**src/rtl/e2e_crc8_counter_checker_assert.svh**
```systemverilog
// assertion macros shared by the checker rtl
// depends on nothing; included by the modules that carry assertions
`ifndef E2E_CRC8_COUNTER_CHECKER_ASSERT_SVH
`define E2E_CRC8_COUNTER_CHECKER_ASSERT_SVH

// same-cycle implication, checked out of reset
`define E2E_ASSERT_NOW(label, clk, rst_n, ante, cons) \
  label: assert property (@(posedge clk) disable iff (!(rst_n)) (ante) |-> (cons)) \
    else $error("e2e checker assertion failed");

// next-cycle implication, checked out of reset
`define E2E_ASSERT_NEXT(label, clk, rst_n, ante, cons) \
  label: assert property (@(posedge clk) disable iff (!(rst_n)) (ante) |=> (cons)) \
    else $error("e2e checker assertion failed");

`endif

```
**src/rtl/e2ecrc_pkg.sv**
```systemverilog
// shared types, status codes and the crc-8 byte update for the e2e checker
// depends on nothing
`timescale 1ns / 1ps

package e2ecrc_pkg;

  localparam logic [7:0] CrcPoly    = 8'h1D;
  localparam logic [7:0] CrcInit    = 8'hFF;
  localparam logic [3:0] CntMaxInit = 4'd14;

  typedef enum logic [2:0] {
    ST_OK          = 3'd0,
    ST_REPEATED    = 3'd1,
    ST_WRONG_SEQ   = 3'd2,
    ST_WRONG_CRC   = 3'd3,
    ST_NO_NEW_DATA = 3'd4
  } status_e;

  typedef struct packed {
    logic [7:0] data_byte;
    logic       last;
  } item_t;

  // byte position codes
  localparam logic [1:0] PosCrc  = 2'd0;
  localparam logic [1:0] PosCnt  = 2'd1;
  localparam logic [1:0] PosSat  = 2'd3;

  // msb-first crc-8 update of one byte
  function automatic logic [7:0] crc_fold(logic [7:0] crc, logic [7:0] b);
    logic [7:0] c;
    c = crc ^ b;
    for (int k = 0; k < 8; k++) begin
      if (c[7]) begin
        c = {c[6:0], 1'b0} ^ CrcPoly;
      end else begin
        c = {c[6:0], 1'b0};
      end
    end
    return c;
  endfunction

endpackage

```
**src/rtl/e2ecrc_core.sv**
```systemverilog
// message state, crc accumulation and counter classification
// depends on e2ecrc_pkg and e2e_crc8_counter_checker_assert.svh
`timescale 1ns / 1ps
`include "e2e_crc8_counter_checker_assert.svh"

module e2ecrc_core (
  input  logic                  clk_i,
  input  logic                  rst_ni,
  input  logic                  go_i,
  input  e2ecrc_pkg::item_t     item_i,
  input  logic [3:0]            counter_max_i,
  output e2ecrc_pkg::status_e   status_o
);

  logic [7:0] crc_q, crc_d;
  logic [1:0] pos_q, pos_d;
  logic [7:0] rx_crc_q, rx_crc_d;
  logic [3:0] rx_cnt_q, rx_cnt_d;
  logic [3:0] last_cnt_q, last_cnt_d;
  logic [7:0] crc_next;
  logic       crc_match;
  logic       short_msg;

  assign crc_next  = e2ecrc_pkg::crc_fold(crc_q, item_i.data_byte);
  assign crc_match = (~crc_next) == rx_crc_q;
  assign short_msg = (pos_q == e2ecrc_pkg::PosCrc) || (pos_q == e2ecrc_pkg::PosCnt);

  // status of the final byte
  always_comb begin
    if (short_msg) begin
      status_o = e2ecrc_pkg::ST_NO_NEW_DATA;
    end else if (!crc_match) begin
      status_o = e2ecrc_pkg::ST_WRONG_CRC;
    end else if (rx_cnt_q == last_cnt_q) begin
      status_o = e2ecrc_pkg::ST_REPEATED;
    end else if ((last_cnt_q < counter_max_i) && (rx_cnt_q < last_cnt_q)) begin
      status_o = e2ecrc_pkg::ST_WRONG_SEQ;
    end else begin
      status_o = e2ecrc_pkg::ST_OK;
    end
  end

  // next state for one byte
  always_comb begin
    crc_d      = crc_q;
    pos_d      = pos_q;
    rx_crc_d   = rx_crc_q;
    rx_cnt_d   = rx_cnt_q;
    last_cnt_d = last_cnt_q;
    if (pos_q == e2ecrc_pkg::PosCrc) begin
      rx_crc_d = item_i.data_byte;
    end else begin
      crc_d = crc_next;
      if (pos_q == e2ecrc_pkg::PosCnt) begin
        rx_cnt_d = item_i.data_byte[3:0];
      end
    end
    if (pos_q != e2ecrc_pkg::PosSat) begin
      pos_d = pos_q + 2'd1;
    end
    // final byte: keep counter if accepted, rearm for next message
    if (item_i.last) begin
      if (!short_msg && crc_match) begin
        last_cnt_d = rx_cnt_q;
      end
      crc_d = e2ecrc_pkg::CrcInit;
      pos_d = e2ecrc_pkg::PosCrc;
    end
  end

  always_ff @(posedge clk_i or negedge rst_ni) begin
    if (!rst_ni) begin
      crc_q      <= e2ecrc_pkg::CrcInit;
      pos_q      <= e2ecrc_pkg::PosCrc;
      rx_crc_q   <= '0;
      rx_cnt_q   <= '0;
      last_cnt_q <= '0;
    end else if (go_i) begin
      crc_q      <= crc_d;
      pos_q      <= pos_d;
      rx_crc_q   <= rx_crc_d;
      rx_cnt_q   <= rx_cnt_d;
      last_cnt_q <= last_cnt_d;
    end
  end

  // rearm after every final byte
  `E2E_ASSERT_NEXT(a_rearm, clk_i, rst_ni, go_i && item_i.last,
                   (pos_q == e2ecrc_pkg::PosCrc) && (crc_q == e2ecrc_pkg::CrcInit))
  // stored counter moves only on a consumed final byte
  `E2E_ASSERT_NEXT(a_cnt_hold, clk_i, rst_ni, !(go_i && item_i.last), $stable(last_cnt_q))
  // a final byte in the first two positions reports no new data
  `E2E_ASSERT_NOW(a_short, clk_i, rst_ni, go_i && item_i.last && short_msg,
                  status_o == e2ecrc_pkg::ST_NO_NEW_DATA)

endmodule

```
**config.mk**
```make
export PLATFORM = sky130hd
export DESIGN_NAME = e2ecrc_core
export DESIGN_NICKNAME = d
export VERILOG_FILES = /design/src/rtl/e2ecrc_pkg.sv /design/src/rtl/e2ecrc_core.sv
export VERILOG_INCLUDE_DIRS = /design/src /design/src/rtl
export SDC_FILE = /design/constraint.sdc
export NUM_CORES = 1
export LEC_CHECK = 0
export BUFFER_PORTS_ARGS = -buffer_cell sky130_fd_sc_hd__clkbuf_2
export CAP_MARGIN = 20
export CORE_MARGIN = 10
export CORE_UTILIZATION = 45
export DETAILED_ROUTE_END_ITERATION = 6
export GPL_TIMING_DRIVEN = 1
export PLACE_DENSITY_LB_ADDON = 0.08
export SLEW_MARGIN = 20
export SYNTH_ARGS = -nofsm -noshare
export SYNTH_HDL_FRONTEND = slang
export SYNTH_SLANG_ARGS = --single-unit
```
**constraint.sdc**
```tcl
create_clock -name clk_i -period 6.1 [get_ports clk_i]
set_input_delay 0.305 -clock clk_i [delete_from_list [all_inputs] [get_ports clk_i]]
set_output_delay 0.305 -clock clk_i [all_outputs]
set_load 0.01 [all_outputs]
```
* After elaboration in Yosys (flattened, before gate mapping)
Index checks and enable logic that the tools add are counted.
Word-level totals: output and inout bits 3, logic and storage cells 51, input bits 16, flip-flop bits (word level) 26
Operators by class: add/subtract/negate cells 1, eq/ne operators 5, bitwise logic cells 11, muxes and demuxes 16, magnitude comparators 2, reductions and logical operators 11
Operators by type and width (count):
- 2-to-1 mux 5 bit | 8
- NOT 4 bit | 8
- 2-to-1 mux 8 bit | 2
- 2-to-1 mux 2 bit | 5
- == test 8 bit | 1
- < comparator 4 bit | 2
- NOT 8 bit | 1
- XOR 8 bit | 1
- AND reduction 2 bit | 3
- AND reduction 3 bit | 2
- == test 4 bit | 1
- inequality test 2 bit, second input constant | 2
- 2-to-1 mux 3 bit | 1
- adder 2 x 1 -> 2 bit, second input constant | 1
- == test 2 x 1 -> 1 bit, second input constant | 1
- logical AND 1 bit | 2
- zero test 2 bit | 1
- nonzero test 2 bit | 1
- zero test 1 bit | 1
- logical OR 1 bit | 1
- NOT 1 bit | 1

* Depth between registers and ports, before layout
Gate-level depths: netlist of the first run.
word-level depth 21, mapped depth 7, mapped depth without buffers 7

* Worst setup path before layout of the first run
No wires, ideal clock.
path kind flip-flop to flip-flop, from reg crc_q[6], to reg last_cnt_q[0], data arrival time 2.345 ns, clock period less this slack 2.472 ns, data required time 5.972 ns, path buffers 0, stages on the path, launching flop included 7, slack 3.628 ns, library setup time 0.128 ns, path through dfstp_2 -> xor2_2 -> xnor3_1 -> xor3_1 -> nand2_2 -> nor4_4 -> mux2_1
Between the ends: cells in the longest elaborated chain, start to end 13, elaborated cells on any way between the ends 18, those cells by class eq/ne (1); mux (7); bitwise (8); reduce/logical (2)
RTL lines:
- from (decl) | RTL line e2ecrc_core.sv:15 | logic [7:0] crc_q, crc_d;
- from (signal assigned) | RTL line e2ecrc_core.sv:73 | crc_q <= e2ecrc_pkg::CrcInit;
- from (signal assigned) | RTL line e2ecrc_core.sv:79 | crc_q <= crc_d;
- XOR 8 bit (*) | RTL line e2ecrc_pkg.sv:32 | c = crc ^ b;
- 2-to-1 mux 5 bit (*) | RTL line e2ecrc_pkg.sv:34 | if (c[7]) begin
- 2-to-1 mux 5 bit | RTL line e2ecrc_pkg.sv:34
- NOT 4 bit (no line)
- 2-to-1 mux 5 bit | RTL line e2ecrc_pkg.sv:34
- NOT 4 bit (no line)
- 2-to-1 mux 5 bit | RTL line e2ecrc_pkg.sv:34
- NOT 4 bit (no line)
- 2-to-1 mux 5 bit | RTL line e2ecrc_pkg.sv:34
- NOT 8 bit (*) | RTL line e2ecrc_core.sv:25 | assign crc_match = (~crc_next) == rx_crc_q;
- == test 8 bit (*) | RTL line e2ecrc_core.sv:25
- logical AND 1 bit (*) | RTL line e2ecrc_core.sv:63 | if (!short_msg && crc_match) begin
- AND reduction 3 bit (no line) (*)
- to (signal assigned) | RTL line e2ecrc_core.sv:83 | last_cnt_q <= last_cnt_d;
- to (decl) | RTL line e2ecrc_core.sv:19 | logic [3:0] last_cnt_q, last_cnt_d;
Every way passes the cells marked *; elsewhere a longest branch is shown, timed or not. A chain may end at the register's enable or synchronous reset.

* Final worst setup path of the first run
from reg crc_q[6], to out status_o[0]
Between the ends: cells in the longest elaborated chain, start to end 13, elaborated cells on any way between the ends 18, those cells by class eq/ne (1); mux (9); bitwise (8)
RTL lines:
- XOR 8 bit (*) | RTL line e2ecrc_pkg.sv:32
- 2-to-1 mux 5 bit (*) | RTL line e2ecrc_pkg.sv:34
- 2-to-1 mux 5 bit | RTL line e2ecrc_pkg.sv:34
- NOT 4 bit (no line)
- 2-to-1 mux 5 bit | RTL line e2ecrc_pkg.sv:34
- NOT 4 bit (no line)
- 2-to-1 mux 5 bit | RTL line e2ecrc_pkg.sv:34
- NOT 4 bit (no line)
- 2-to-1 mux 5 bit | RTL line e2ecrc_pkg.sv:34
- NOT 8 bit (*) | RTL line e2ecrc_core.sv:25
- == test 8 bit (*) | RTL line e2ecrc_core.sv:25
- 2-to-1 mux 2 bit (*) | RTL line e2ecrc_core.sv:32 | end else if (!crc_match) begin
- 2-to-1 mux 3 bit (*) | RTL line e2ecrc_core.sv:30 | if (short_msg) begin
- to (decl) | RTL line e2ecrc_core.sv:12 | output e2ecrc_pkg::status_e status_o
Marked as above.

==> results_dict.tcl, run 1 <==
set metrics [dict create \
    fmax_ghz 0.3444 \
    net-switching-power_mw 0.3994 \
    fin_worst_skew_ns 0.004466 \
    ios 19 \
    p_comb_share_pct 60.5 \
    pre_cts_ws_ns 3.375 \
    critPathKind "flop to output pin" \
    rsz0062_at_grt "false" \
    period_minus_slack_ns 2.904 \
    die_width_um 83.06 \
    dieArea_sq_um 6898 \
    rows 22 \
    multiInputGateArea_sq_um 1074 \
    cp.arrival_ns 2.60 \
    clkTransAtPathRegs_ns 0.10 \
    seqPwrFrac_pct 26.2 \
    drc 0 \
    instances_no_fill 218 \
    ys.warnings.count 0 \
    grt_pass1_wl_mm 6.141 \
    crit_fanout 4 \
    final-hold-violation-count 0 \
    ir_worst_vdd_v 0.0004184 \
    outcome "finished clean" \
    port_buffers 18 \
    clkPwrFrac_pct 13.3 \
    postRouteAntennaNets 0 \
    fillCellCount 361 \
    cts_hold_buf 0 \
    postSynthCellCount 150 \
    cts_tree "yes" \
    cts_root_buf "clkbuf_8" \
    antenna_cells 0 \
    reg2reg_from "crc_q[6]$_DFFE_PN1P_" \
    dr.pass1.iters 4 \
    finalWirelength_mm 3.437 \
    die_h_um 83.06 \
    initial_utilization_pct 47.79 \
    vias_per_cell 5.220 \
    syn-num-nets 176 \
    synth-seq-cells 26 \
    synth.cell_area_sq_um 1789 \
    max-clock-path-buffers 2 \
    leakage_nw 0.9543 \
    layout_common_cells "clkbuf_2, dfrtp_1, xnor2_1, inv_1, nor2_1" \
    core_area_sq_um 3744 \
    slew_headroom_pct 50.78 \
    grt_antenna_before_repair 0 \
    seq_area_frac_synth_pct 36.92 \
    worstSetupStartpointType "flop" \
    tns_ns 0 \
    r2r_slack_ns 3.39 \
    p_per_area_nw_per_um2 544.2 \
    drt-initial-drc-count 64 \
    grt_max_degree 27 \
    postCtsSetupBuffers 0 \
    synth_cell_type_count 39 \
    p_int_mw 0.6915 \
    via_count 1138 \
    min_path_type "input pin to async pin" \
    clk_latency_ns 0.27 \
    area_delta_synth_final_pct 12.03 \
    cts_resized 0 \
    finalMaxSlewViolations 0 \
    cts_sinks 26 \
    cts_buffers 3 \
    period_share_pct 47.60 \
    grt_usage_pct 10.57 \
    gp_congestion 0.8078 \
    htree_levels 1 \
    timing.final.ws_setup_ns 3.196 \
    avgSynthCellArea_sq_um 11.93 \
    ff2ff_path_depth 6 \
    dpl.hpwl_mm 2.721 \
    tightestPinTransition_ns 0.7367 \
    swShare_pct 36.61 \
    grt_pass1_vias 1251 \
    drive_above_1_share_pct 31.18 \
    cp-end-kind "output pin" \
    layout.area.seq_sq_um 660.6 \
    routedWlPerCell_um 15.77 \
    reg2reg_to "last_cnt_q[3]$_DFFE_PN0P_" \
    nets 197 \
    grt-ovfl-total 0 \
    cp_data_required_time_ns 5.79 \
    dp.cells 214 \
    setup_violations 0 \
    cap_violations 0 \
]
power groups by stage:
| stage | Clock, mW | Combinational [mW] | Sequential (mW) |
|---|---|---|---|
| CTS | 0.148 | 0.666 | 0.287 |
| detailed placement | 0 | 0.659 | 0.290 |
| finish | 0.145 | 0.660 | 0.286 |
| global route | 0.155 | 0.715 | 0.297 |
| global placement | 0 | 0.653 | 0.289 |
| floorplan | 0 | 0.554 | 0.277 |
per-stage QoR:
stage | util, % | area (sq um) | total power, mW | hold WS (ns)
4_1_cts | 53.41 | 1999 | 1.100 | 0.07256
3_3_place_gp | 51.50 | 1928 | 0.9423 | 0.3677
3_5_place_dp | 51.50 | 1928 | 0.9494 | 0.3686
2_1_floorplan | - | 1789 | 0.8318 | 0.009409
6_report | 53.54 | 2004 | 1.091 | 0.04628
5_1_grt | 53.54 | 2004 | 1.167 | 0.08144
per-layer routing:
layer | vias to the layer above | part of all wire, % | GRT usage [%]
met5 | - | 0 | 0
met4 | 0 | 0.96 | 3.231
met3 | 5 | 2.7 | 1.563
met2 | 15 | 49 | 17.60
met1 | 565 | 47 | 13.62
li1 | 553 | - | -
logic make-up after synthesis:
kind of cell	after synthesis	synth area share, %
flops	26	36.92
xor+xnor	32	26.43
simple gates	30	9.301
fa+ha+maj	10	6.993
mux	17	10.63
buf+inv	15	3.357
compound gates	20	6.364
cell usage after synthesis:
| cell | number | area share (%) |
|---|---|---|
| xnor2_1 | 14 | 6.9 |
| nand4_1 | 2 | 0.70 |
| nand2_2 | 1 | 0.35 |
| o22ai_1 | 2 | 0.70 |
| xor2_1 | 4 | 2.0 |
| a31oi_1 | 1 | 0.35 |
| inv_1 | 13 | 2.7 |
| xor3_1 | 2 | 2.7 |
| dfrtp_1 | 18 | 25 |
| xnor2_4 | 1 | 1.5 |
| nor4_4 | 1 | 1.2 |
| xnor3_1 | 5 | 6.3 |
| and3_2 | 1 | 0.42 |
| a21boi_1 | 1 | 0.42 |
| o21a_1 | 1 | 0.42 |
| a21oi_1 | 11 | 3.1 |
| nand3b_1 | 1 | 0.42 |
| mux2_1 | 4 | 2.5 |
| xnor3_2 | 1 | 1.3 |
| nand2b_1 | 1 | 0.35 |
| nor2b_1 | 2 | 0.70 |
| nand2_1 | 1 | 0.21 |
| nor3b_1 | 1 | 0.42 |
| dfstp_2 | 8 | 12 |
| clkbuf_1 | 1 | 0.21 |
| a32o_1 | 1 | 0.56 |
| o21ai_0 | 3 | 0.84 |
| xnor2_2 | 2 | 1.8 |
| xor3_4 | 2 | 3.1 |
| nand3_1 | 1 | 0.28 |
| ha_1 | 10 | 7.0 |
| nor3_1 | 3 | 0.84 |
| xor2_2 | 1 | 0.91 |
| and2_1 | 1 | 0.35 |
| mux2i_1 | 1 | 0.56 |
| buf_4 | 1 | 0.42 |
| and3_1 | 1 | 0.35 |
| nor2_1 | 13 | 2.7 |
| mux2_2 | 12 | 7.6 |
flip-flops by register name, summed over array words and instances, names as in the netlist:
register and cells:
rx_crc_q 8, last_cnt_q 4, pos_q 2, rx_cnt_q 4, crc_q 8
worst max-delay path by stage:
stage                                            to  cells past startpoint  slack, ns                  from
after floorplan           last_cnt_q[0]$_DFFE_PN0P_                      6       3.63  crc_q[6]$_DFFE_PN1P_
after global placement    last_cnt_q[3]$_DFFE_PN0P_                      6       3.41  crc_q[6]$_DFFE_PN1P_
final                                   status_o[0]                      7       3.20  crc_q[6]$_DFFE_PN1P_
after detailed placement  last_cnt_q[0]$_DFFE_PN0P_                      6       3.38  crc_q[6]$_DFFE_PN1P_
after global routing                    status_o[1]                      7       3.05  crc_q[6]$_DFFE_PN1P_
after CTS                               status_o[0]                      7       3.17  crc_q[6]$_DFFE_PN1P_
area by class of cell:
type | instances | share of cell area [%]
multi-input combinational | 109 | 53.56
sequential | 26 | 32.96
timing repair buffer | 18 | 4.494
tap | 48 | 2.996
inverter | 13 | 2.434
clock buffer | 3 | 2.060
clock inverter | 1 | 1.498
critical path, cell delays in order (launching register included):
cell	delay [ns]
dfstp_2	0.56
xor2_2	0.29
xnor3_1	0.56
xor3_1	0.33
nand2_2	0.09
nor3_1	0.25
a21oi_1	0.10
clkbuf_2	0.13
Note: power is estimated with default switching activity, not from simulation.
==> run 2: changes to the inputs <==
- clock period: 6.1 -> 2.4 ns (I/O delays scaled with it)
==> run 2 against run 1 <==
The flow now finishes with violations (negative setup slack). Worst setup slack worse by 3.2 ns. Die area unchanged. Register-to-register slack worse by 3.4 ns. Clock power grew to 2.6 times the previous value. First-iteration DRC count is 41% lower. Combinational power rose to 3.4 times the previous value. Utilization is 7.5 points higher. Via count increased by 5.9%. Cell count grew 11%. Clock skew is 0.0018 ns higher. Final area is 14% higher. Critical endpoint is now last_cnt_q[3]$_DFFE_PN0P_. Largest power group unchanged.
==> results_dict.tcl, run 2 (synthesis results as in run 1) <==
set metrics [dict create \
    slew_headroom_pct 55.12 \
    grt-ovfl-total 0 \
    power_mw 3.390 \
    fin_worst_skew_ns 0.006272 \
    fmax_ghz 0.4103 \
    grt_pass1_vias 1263 \
    instances_no_fill 241 \
    layout_common_cells "buf_4, dfrtp_1, clkbuf_2, inv_1, nor2_1" \
    ff2ff_path_depth 7 \
    dpl.hpwl_mm 2.837 \
    setup_violations 6 \
    drt-initial-drc-count 38 \
    dieArea_sq_um 6898 \
    cts_root_buf "clkbuf_8" \
    cts_sinks 26 \
    min_path_type "input pin to flop" \
    cts_buffers 3 \
    reg.largest.list "crc_q (8), rx_crc_q (8)" \
    port_buffers 18 \
    routedWlPerCell_um 15.56 \
    area_delta_synth_final_pct 27.76 \
    path_cells "xnor2_2 > xnor3_2 > nor3_2 > o22ai_4 > nor4_4 > buf_4 > mux2_1" \
    drive_above_1_share_pct 44.04 \
    clkTransAtPathRegs_ns 0.10 \
    rsz0062_at_grt "true" \
    cp-end-kind "flop" \
    timing.hold.ws_ns 0.09206 \
    cp_data_required_time_ns 2.57 \
    tightestPinTransition_ns 0.6732 \
    cts_tree "yes" \
    grt_pass1_wl_mm 6.251 \
    via_count 1205 \
    reg2reg_from "crc_q[4]$_DFFE_PN1P_" \
    initial_utilization_pct 47.79 \
    die_width_um 83.06 \
    slowest_delay_ns 0.56 \
    leakage_nw 1.097 \
    worstSetupStartpointType "flop" \
    core_area_sq_um 3744 \
    grt_usage_pct 10.70 \
    dp.cells 226 \
    grt_util_met1_pct 14.81 \
    nets 220 \
    timing.final.ws_setup_ns -0.03734 \
    dr.pass1.iters 4 \
    crit_family "XOR/XNOR gates" \
    finalWirelength_mm 3.751 \
    cap_violations 0 \
    final-hold-violation-count 0 \
    final_common_cell "buf_4" \
    die_h_um 83.06 \
    finalMaxSlewViolations 0 \
    cp_slowest_cell "dfstp_2" \
    rows 22 \
    grt_max_degree 27 \
    crit_fanout 5 \
    final_util_pct 61.06 \
    grt-busiest-layer "met2" \
    period_minus_slack_ns 2.437 \
    r2r_slack_ns -0.04 \
    place_area_sq_um 2018 \
    crit_end "last_cnt_q[3]$_DFFE_PN0P_" \
    ios 19 \
    grt_antenna_before_repair 0 \
    period_share_pct 101.6 \
    ir_worst_vdd_v 0.0009270 \
    met3_usage_pct 2.246 \
    antenna_cells 0 \
    grtUsageMet2_pct 16.13 \
    postRouteAntennaNets 0 \
    reg2reg_to "last_cnt_q[3]$_DFFE_PN0P_" \
    outcome "finished with violations" \
    p_per_area_nw_per_um2 1483 \
    vias_per_cell 5.000 \
    drc 0 \
    cp.arrival_ns 2.61 \
    clk_latency_ns 0.28 \
    design_area_sq_um 2286 \
    max-clock-path-buffers 2 \
    pre_cts_ws_ns -0.02274 \
    htree_levels 1 \
    crit_cells 7 \
    cp_num_buf_inv 1 \
    violations "negative setup slack" \
    tns_ns -0.1798 \
    startpoint "crc_q[4]$_DFFE_PN1P_" \
    gp_congestion 0.8409 \
    critPathKind "flop to flop" \
]
[run 2: cell count changes in the layout (fill, tap and decap cells not counted), moves of 2 or more]
cell | previous run | this run
buf_2 | 0 | 2
mux2_1 | 4 | 2
buf_4 | 0 | 21
xnor2_1 | 14 | 12
xnor2_4 | 1 | 3
mux2_4 | 0 | 2
nor3_1 | 3 | 0
clkbuf_2 | 18 | 16
nor3_4 | 0 | 2
[run 2: final cells by class]
| cell class | instances | area, sq um |
|---|---|---|
| fill | 320 | 1458 |
| multi-input combinational | 109 | 1176 |
| sequential | 26 | 660.6 |
| timing repair buffer | 41 | 269.0 |
| tap | 48 | 60.06 |
| inverter | 13 | 48.80 |
| clock buffer | 3 | 41.29 |
| clock inverter | 1 | 30.03 |
[run 2: metal layers]
| layer | up-vias | wire length [um] |
|---|---|---|
| met2 | 15 | 1800 |
| met1 | 588 | 1831 |
| li1 | 597 | - |
| met5 | - | 0 |
| met3 | 5 | 81 |
| met4 | 0 | 38 |
[run 2: worst min path at each step]
stage | startpoint | endpoint | slack [ns] | depth (start not counted)
global placement | rst_ni | rx_cnt_q[1]$_DFFE_PN0P_ | 0.18 | 1
detailed placement | rst_ni | rx_cnt_q[1]$_DFFE_PN0P_ | 0.19 | 1
finish | item_i[0] | pos_q[1]$_DFFE_PN0P_ | 0.09 | 2
floorplan | rst_ni | last_cnt_q[0]$_DFFE_PN0P_ | -0.18 | 0
global route | item_i[0] | pos_q[1]$_DFFE_PN0P_ | 0.11 | 2
CTS | item_i[0] | pos_q[1]$_DFFE_PN0P_ | 0.09 | 2
[run 2: repair_timing]
item                                    in CTS  in global routing
gates resized for setup                     11                  9
pin swaps                                    8                  6
setup buffers                                6                  4
hold buffers                                 1                  0
endpoints found under the hold margin       18                  0
endpoints found under the setup margin       6                  6
[run 2: power by group]
part / leakage (nW) / total [mW] / switching, mW / internal [mW]
logic: 0.753 / 2.27 / 0.969 / 1.31
clock network: 0.0357 / 0.372 / 0.148 / 0.223
registers: 0.308 / 0.744 / 0.128 / 0.616
[run 2: worst register-to-register path: stages (launching register included)]
cell	delay, ns
dfstp_2	0.56
xnor2_2	0.14
xnor3_2	0.52
nor3_2	0.24
o22ai_4	0.12
nor4_4	0.27
buf_4	0.18
mux2_1	0.31
